==> config.mk <==
export PLATFORM = sky130hd
export DESIGN_NAME = bpbi_level
export DESIGN_NICKNAME = d
export VERILOG_FILES = /design/src/sv/bpbi_pkg.sv /design/src/sv/bpbi_level.sv
export SDC_FILE = /design/constraint.sdc
export NUM_CORES = 1
export LEC_CHECK = 0
export BUFFER_PORTS_ARGS = -buffer_cell sky130_fd_sc_hd__buf_2
export CORE_MARGIN = 10
export CORE_UTILIZATION = 51
export DETAILED_ROUTE_END_ITERATION = 7
export GPL_TIMING_DRIVEN = 0
export MAX_ROUTING_LAYER = met4
export PLACE_DENSITY = 0.84
export SLEW_MARGIN = 10
export SYNTH_ARGS = -nofsm -noshare
export SYNTH_HDL_FRONTEND = slang
export SYNTH_SLANG_ARGS = --single-unit
==> constraint.sdc <==
create_clock -name clk_i -period 0.8 [get_ports clk_i]
set_input_delay 0.12 -clock clk_i [delete_from_list [all_inputs] [get_ports clk_i]]
set_output_delay 0.12 -clock clk_i [all_outputs]
set_load 0.01 [all_outputs]
==> src/sv/bpbi_pkg.sv <==
package bpbi_pkg;

  localparam int MAX_LEVELS = 10;
  localparam int COORD_W    = 24;
  localparam int BIN_W      = 10;
  localparam int LEVEL_W    = 4;
  localparam int CFG_IDX_W  = 3;

  typedef enum logic [CFG_IDX_W-1:0] {
    REG_MIN_X  = 3'd0,
    REG_MIN_Y  = 3'd1,
    REG_MIN_Z  = 3'd2,
    REG_MAX_X  = 3'd3,
    REG_MAX_Y  = 3'd4,
    REG_MAX_Z  = 3'd5,
    REG_LEVELS = 3'd6
  } reg_idx_e;

  typedef enum logic [1:0] {
    AXIS_X = 2'd0,
    AXIS_Y = 2'd1,
    AXIS_Z = 2'd2
  } axis_e;

  // ext: box extent per axis, room: box upper bound minus point per axis
  typedef struct packed {
    logic [2:0][COORD_W-1:0] ext;
    logic [2:0][COORD_W-1:0] room;
    logic [LEVEL_W-1:0]      levels;
    logic                    in_box;
    logic [BIN_W-1:0]        bin;
  } stage_t;

endpackage

==> src/sv/bpbi_level.sv <==
module bpbi_level
  import bpbi_pkg::*;
(
  input  logic               clk_i,
  input  logic               rst_ni,
  input  logic               en_i,
  input  logic [LEVEL_W-1:0] lvl_i,
  input  logic               valid_i,
  input  stage_t             data_i,
  output logic               valid_o,
  output stage_t             data_o
);

  logic                    valid_q;
  stage_t                  data_q;
  stage_t                  data_d;
  axis_e                   axis;
  logic                    active;
  logic [2:0][COORD_W-1:0] half;
  logic [2:0]              lower;
  logic                    sel_lower;

  always_comb begin
    for (int a = 0; a < 3; a++) begin
      half[a]  = data_i.ext[a] >> 1;
      lower[a] = data_i.room[a] >= half[a];
    end
  end

  // ties: y over x, z over y
  always_comb begin
    if (data_i.ext[0] > data_i.ext[1]) begin
      axis = (data_i.ext[0] > data_i.ext[2]) ? AXIS_X : AXIS_Z;
    end else begin
      axis = (data_i.ext[1] > data_i.ext[2]) ? AXIS_Y : AXIS_Z;
    end
  end

  always_comb begin
    unique case (axis)
      AXIS_X:  sel_lower = lower[0];
      AXIS_Y:  sel_lower = lower[1];
      AXIS_Z:  sel_lower = lower[2];
      default: sel_lower = lower[2];
    endcase
  end

  assign active = data_i.in_box && (lvl_i < data_i.levels);

  // both children keep extent e - floor(e/2); only the lower one moves hi
  always_comb begin
    data_d = data_i;
    if (active) begin
      for (int a = 0; a < 3; a++) begin
        if (axis == axis_e'(a)) begin
          data_d.ext[a] = data_i.ext[a] - half[a];
          if (lower[a]) begin
            data_d.room[a] = data_i.room[a] - half[a];
          end
        end
      end
      data_d.bin = {data_i.bin[BIN_W-2:0], ~sel_lower};
    end
  end

  always_ff @(posedge clk_i or negedge rst_ni) begin
    if (!rst_ni) begin
      valid_q <= 1'b0;
    end else if (en_i) begin
      valid_q <= valid_i;
    end
  end

  always_ff @(posedge clk_i) begin
    if (en_i) begin
      data_q <= data_d;
    end
  end

  assign valid_o = valid_q;
  assign data_o  = data_q;

endmodule

# Word level (Yosys, flattened, before mapping)
# Cells that the tools add are included.
# word_totals
out_inout_bits,160
reg_bits,160
input_bits,167
wordCells,43
# op_classes
order_cmp,7
n_addsub,6
bitwise_logic,1
reduce_logical,2
eq_ne,2
mux,15
# ops
cell,count
$mux 24,9
$mux 144,1
$sub 24x23->24,6
$ge 24x23->1,3
$gt 24x24->1,3
$mux 10,1
$mux 2,3
$lt 4x4->1,1
$eq 2x1->1 const B,1
$eq 2x2->1 const B,1
$logic_not 2->1,1
$pmux 1 s2,1
$logic_and 1x1->1,1
$not 1->1,1

# Longest topological paths before layout
# Gate-level depths: netlist of the first run.
# depth
word_depth,7
depth_mapped,14
ltp_nobuf,12

# Least setup slack after synthesis of the first run
# OpenSTA, ideal clock, no wires.
# synth_path
kind,in2reg
from,input data_i[146] (netlist bit)
to,register data_q (netlist bit data_o[74]) (data pin)
setup_ps,260
path_stages,10
required_ps,540
arrival_time_ps,2648
path_slack_ps,-2108
path_cell_list,inv_1 ha_1 and3_2 nand4_2 or4_1 a2111oi_0 a2111o_1 and4_4 buf_4 mux2_2
# synth_lines
item,line,text
"start, declared",bpbi_level.sv:9,"input stage_t data_i,"
"end signal, assigned",bpbi_level.sv:76,data_q <= data_d;
"end, declared",bpbi_level.sv:15,stage_t data_q;

==> results of run 1 <==
## placed cells by master, fill, tap and decap left out, drive strengths merged, types with 8 or more instances in the layout
| cell type | count |
|---|---|
| buf | 460 |
| ha | 213 |
| edfxtp | 159 |
| a21oi | 135 |
| nand2 | 135 |
| o21ai | 135 |
| inv | 102 |
| nor2 | 85 |
| xnor2 | 64 |
| a21o | 60 |
| xor2 | 51 |
| mux2 | 47 |
| clkbuf | 45 |
| nand3 | 37 |
| dlygate4sd3 | 31 |
| nand2b | 30 |
| nor3 | 25 |
| nor2b | 25 |
| o21a | 23 |
| a31oi | 23 |
| nand4 | 22 |
| mux2i | 18 |
| and3 | 17 |
| clkinvlp | 15 |
| o31ai | 15 |
| a211oi | 14 |
| and2 | 10 |
| o21bai | 10 |
| a211o | 8 |
## registers in the layout (all words and copies together) (netlist names)
| name | count |
|---|---|
| data_o | 159 |
| valid_o | 1 |
## cell families after synthesis
kind of cell    Yosys count  synth area share (%)
mux                      65                  4.75
compound gates          483                  20.1
flops                   160                  32.1
xor+xnor                115                  6.74
fa+ha+maj               219                  18.6
buf+inv                 144                  3.81
simple gates            421                  13.8
## report_power, final
part,total (uW),switching (uW),internal (uW)
Combinational,14600,7930,6690
Clock,8540,3820,4720
Sequential,10600,281,10300
Total,33700,12000,21700
## metal layers
| layer | global-route usage (%) | up-vias | routed length, um |
|---|---|---|---|
| li1 | - | 7036 | - |
| met1 | 32.9 | 7402 | 22000 |
| met2 | 46.7 | 847 | 29200 |
| met3 | 5.32 | 202 | 4770 |
| met4 | 13.2 | 0 | 3000 |
| met5 | - | - | 0 |
## what timing repair did
item / 4_1_cts / 5_1_grt
endpoints found under the setup margin: 401 / 401
gates resized for setup: 196 / 431
hold endpoints to repair: 45 / 26
hold buffers: 23 / 8
gates cloned: 4 / 13
setup buffers: 45 / 75
pin swaps: 34 / 107
## final timing paths
kind	start	endpoint	slack (ns)
max in group asynchronous	rst_ni	valid_o	0.20
min in group asynchronous	rst_ni	valid_o	0.49
hold reg to reg	valid_o	valid_o	0.51
hold / removal	data_i[8]	data_o[9]	-0.02
setup / recovery	data_i[147]	data_o[65]	-1.82
setup reg to reg	valid_o	valid_o	0.06
## critical path: cells and delay by family
kind / cells / cell delay (ns)
buffers and inverters: 3 / 0.42
muxes: 1 / 0.31
and+or+nand+nor: 4 / 1.06
adders and majority gates: 1 / 0.35
AOI/OAI and AO/OA: 2 / 0.54
## layout make-up
type                            instances  area (um^2)
Antenna cell                            1         2.50
Buffer                                 27          392
Clock buffer                           21          450
Clock inverter                         11          134
Fill cell                            1656         5850
Inverter                              112          611
Multi-Input combinational cell       1303        12200
Sequential cell                       160         4800
Tap cell                              384          480
Timing Repair Buffer                  488         3900
## cells in the mapped netlist (all sizes together), types with 30 or more instances
cell type  count
a21o          60
a21oi        135
edfxtp       159
ha           213
inv          112
mux2          47
nand2        135
nand2b        30
nand3         37
nor2          85
o21ai        135
xnor2         64
xor2          51
## per-stage QoR
stage                     hold slack [ns]  std cells
final                             -0.0197       2507
after global routing              -0.0276       2506
after CTS                         -0.0281       2422
after detailed placement           -0.104       2318
after global placement             -0.105       2317
after floorplan                    -0.176       1607
==> run summary, run 1 <==
Period Utilization, post-route = 327%
WL/cell = 23.5 um
Synthesized cell area = 14900 um^2
Async S/R FF share, synth = 0.625%
Power Dens Cells = 1470 nW/um^2
Crit-path slowest cell = or4_4
Hold depth = 2
Post-route ant nets = 0
Residual DRC count = 0
First-pass GRT wire length = 79300 um
Worst slack at placement = -2.94 ns
Largest net degree at the start of global routing = 88
Clock transition at the registers of the reported paths = 0.07 ns
Status = finished, violations left
Slew Limit Fails = 0
DRT Pass-1 Iters = 5
Synthesized instance count = 1607
Post-Route Setup TNS = -293.68 ns
Core Rows = 62
Post-Syn Area per Cell = 9.29 um^2
Worst Setup End Kind = flip-flop
Post-layout net count = 2495
Leak Pwr = 0.00981 uW
Syn Nets = 1993
Worst hold margin = -0.0197 ns
CTS Buffer Depth = 2
Worst path required time = 1.01 ns
CTS tree = built
Core Footprint = 28800 um^2
Final setup fails = 314
Seq/Total Area, Yosys = 32.1%
Data arrival, critical path = 2.83 ns
H-tree depth = 4
Clk Latency, worst-skew pair = 0.45 ns
Critical path class = in -> reg
Share of layout cells above drive strength 1 = 43.5%
Total chip power = 33700 uW
Vias = 15500
GPL Wtd Cong = 0.964
Violated checks = negative hold slack, negative setup slack
Worst-margin pin slew = 0.461 ns
Final Cell Area = 22900 um^2
Number of flops mapped to enable cells by yosys = 159
Die height = 191 um
Cell chain of the critical path = buf_8, clkinvlp_4, ha_4, and3_4, nand4_4, or4_4, a2111oi_4, a2111o_1, and4_4, buf_12, mux2_4
TritonCTS buffer count = 17
DP Wirelength = 40900 um
Die width = 191 um
IO buf count = 326
Area share of the leading cell type in the synthesized netlist = 32.0%
Area contributors post-synth = edfxtp_1 (32%), ha_1 (18%), a21oi_1 (4.5%), o21ai_0 (4.4%), xnor2_1 (3.8%)
Fin worst setup slack = -1.82 ns
Sink Count = 160
Synth warn = 0
R2R depth = 1
Rel. slew slack = 69.0%
Main synth FF type = edfxtp_1
Starting Density = 51.9%
Total of max-cap violations = 0
Area Overhead vs Synth = 53.5%
Hold Path Class = in -> reg
Yosys top cell by area = edfxtp_1
Vias in the first global route = 14800
Fmax = 382 MHz
Final hold vios = 15
Crit Path Max Fanout = 10
Crit path time final = 2.62 ns
Critical Path Source Type = primary input
Root buf cell = clkbuf_16
Final core utilization = 79.7%
Yosys cell types = 71
Yosys reg bits = 160
DRT iter0 DRCs = 1328
Grt total ovfl = 0
Critical path's largest stage delay = 0.48 ns
I/O pins = 327
Aggregate global-route resource usage = 28.3%
Initial antenna violation count = 0
Worst Skew = 0 ns
Peak supply drop = 1390 uV
RSZ-0062 raised after global routing = yes
Number of vias per cell = 6.18
Die area = 36500 um^2
WL final = 59000 um
DP Area = 18300 um^2
Note: power is estimated with default switching activity, not from simulation.
==> inputs of run 2 (changes only) <==
--- a/config.mk
+++ b/config.mk
@@ -12,6 +12,7 @@
 export GPL_TIMING_DRIVEN = 0
 export MAX_ROUTING_LAYER = met4
 export PLACE_DENSITY = 0.84
+export SKIP_LAST_GASP = 1
 export SLEW_MARGIN = 10
 export SYNTH_ARGS = -nofsm -noshare
 export SYNTH_HDL_FRONTEND = slang
==> run 2 against run 1 <==
The flow still finishes with violations (negative hold slack, negative setup slack). Sequential share of layout area grew 1.8 points. Critical path depth unchanged. Wire length fell by 9.0%. Total power is 5.6% lower. Die area is the same. Utilization shrank 6.4 points. Setup slack gained 0.020 ns. Combinational power is 12% lower. Non-clock buffer count down 58. Count of clock-buffer cells in the layout did not move. Final area decreased by 8.0%.
==> run summary, run 2 (synthesized netlist as in run 1, its figures left out) <==
Critical path class = in -> reg
Vias in the first global route = 14800
Seq. cell area = 4800 um^2
Worst slack at placement = -2.94 ns
Most common cell after layout, fill and taps aside = buf_2
Root buf cell = clkbuf_16
Die height = 191 um
Clock transition at the registers of the reported paths = 0.07 ns
H-tree depth = 4
Grt total ovfl = 0
GPL Wtd Cong = 0.964
Residual DRC count = 0
Crit Path Max Fanout = 10
Die area = 36500 um^2
Die width = 191 um
Multi-input gate area = 11300 um^2
Total chip power = 31800 uW
Violated checks = negative hold slack, negative setup slack
Slew Limit Fails = 0
DP Wirelength = 40900 um
Clk Latency, worst-skew pair = 0.45 ns
DRT iter0 DRCs = 1212
Hold Path Class = in -> reg
Aggregate global-route resource usage = 28.1%
Worst hold margin = -0.0187 ns
Worst Setup End Kind = flip-flop
Worst path required time = 1.01 ns
Number of vias per cell = 6.04
IO buf count = 326
Initial antenna violation count = 4
Post-layout net count = 2437
I/O pins = 327
Starting Density = 51.9%
Critical Path Source Type = primary input
Vias = 14800
Max FFs per register = 159
Power Dens Cells = 1510 nW/um^2
First-pass GRT wire length = 78900 um
Leak Pwr = 0.00918 uW
TritonCTS buffer count = 17
CTS tree = built
Post-route ant nets = 0
Rel. slew slack = 56.2%
DRT Pass-1 Iters = 5
Core Footprint = 28800 um^2
WL final = 53700 um
WL/cell = 21.9 um
Status = finished, violations left
Fmax = 385 MHz
Sink Count = 160
CTS Buffer Depth = 2
Fin worst setup slack = -1.80 ns
Final hold vios = 12
Fillers = 2017
Share of layout cells above drive strength 1 = 36.2%
Total of max-cap violations = 0
RSZ-0062 raised after global routing = yes
Peak supply drop = 1390 uV
Crit path time final = 2.60 ns
Largest net degree at the start of global routing = 88
Period Utilization, post-route = 325%
Data arrival, critical path = 2.81 ns
Area Overhead vs Synth = 41.2%
Worst-margin pin slew = 0.657 ns
Final setup fails = 401
Worst Skew = 0 ns
Core Rows = 62
Commonest non-fill, non-tap cells in the layout = buf_2 (285), edfxtp_1 (159), ha_1 (152)
[run 2: cell count changes in the layout (fill, tap and decap cells not counted), moves of 17 or more]
| cell | change |
|---|---|
| buf_6 | -34 |
| nand2_1 | +30 |
| nand2_4 | -23 |
| o21ai_2 | -23 |
| o21ai_1 | +20 |
| o21ai_0 | +18 |
| buf_4 | -17 |
[run 2: worst paths after layout]
kind / slack (ns) / cells past startpoint / to / startpoint
max in group asynchronous: 0.20 / 3 / valid_o / rst_ni
setup / recovery: -1.80 / 11 / data_o[65] / data_i[147]
hold / removal: -0.02 / 2 / data_o[9] / data_i[8]
min in group asynchronous: 0.49 / 3 / valid_o / rst_ni
hold reg to reg: 0.51 / 1 / valid_o / valid_o
setup reg to reg: 0.06 / 1 / valid_o / valid_o
[run 2: area by class of cell]
| class | count | share of cell area [%] |
|---|---|---|
| inverters | 112 | 2.78 |
| plain buffers | 31 | 2.04 |
| repair buffers | 426 | 13.7 |
| clock buffers | 21 | 2.14 |
| well taps | 384 | 2.28 |
| multi-input cells | 1303 | 53.7 |
| diodes | 5 | 0.0593 |
| clock inverters | 11 | 0.635 |
| flip-flops and latches | 160 | 22.8 |
[run 2: what timing repair did]
| action | 4_1_cts | 5_1_grt |
|---|---|---|
| setup endpoints to repair | 401 | 401 |
| setup buffers | 45 | 25 |
| hold buffers | 24 | 4 |
| resized for setup | 159 | 148 |
| endpoints found under the hold margin | 46 | 20 |
| gates cloned | 4 | 2 |
| pin swaps | 25 | 28 |
[run 2: worst max-delay path, stage by stage]
cell,delay [ns]
buf_8,0.09
clkinvlp_4,0.17
ha_4,0.34
and3_4,0.20
nand4_4,0.10
or4_4,0.48
a2111oi_4,0.35
a2111o_1,0.19
and4_4,0.28
buf_12,0.16
mux2_4,0.31
[run 2: metal layers]
layer	vias to the layer above	share of wire (%)	global-route usage (%)
met3	161	7.6	5.36
met4	0	4.5	14.1
met1	7043	39	32.6
met5	-	0	-
met2	677	49	46.0
li1	6929	-	-
[run 2: power by group]
group	internal [uW]	leakage (uW)	total [uW]	switching (uW)
combinational	5750	0.00734	12800	7090
sequential	10300	0.00157	10500	258
clock	4720	0.000276	8460	3740
total	20700	0.00918	31800	11100
[run 2: per-stage QoR]
step / hold WS, ns / TNS (ns) / area, um^2 / std cells / utilization [%]
CTS: -0.0281 / -300.08 / 20300 / 2423 / 70.4
global route: -0.0243 / -318.85 / 21100 / 2452 / 73.3
detailed placement: -0.104 / -425.98 / 18300 / 2318 / 63.6
finish: -0.0187 / -299.78 / 21100 / 2453 / 73.3
floorplan: -0.176 / -234.23 / 16200 / 1607 / -
global placement: -0.105 / -724.21 / 18300 / 2317 / 63.5
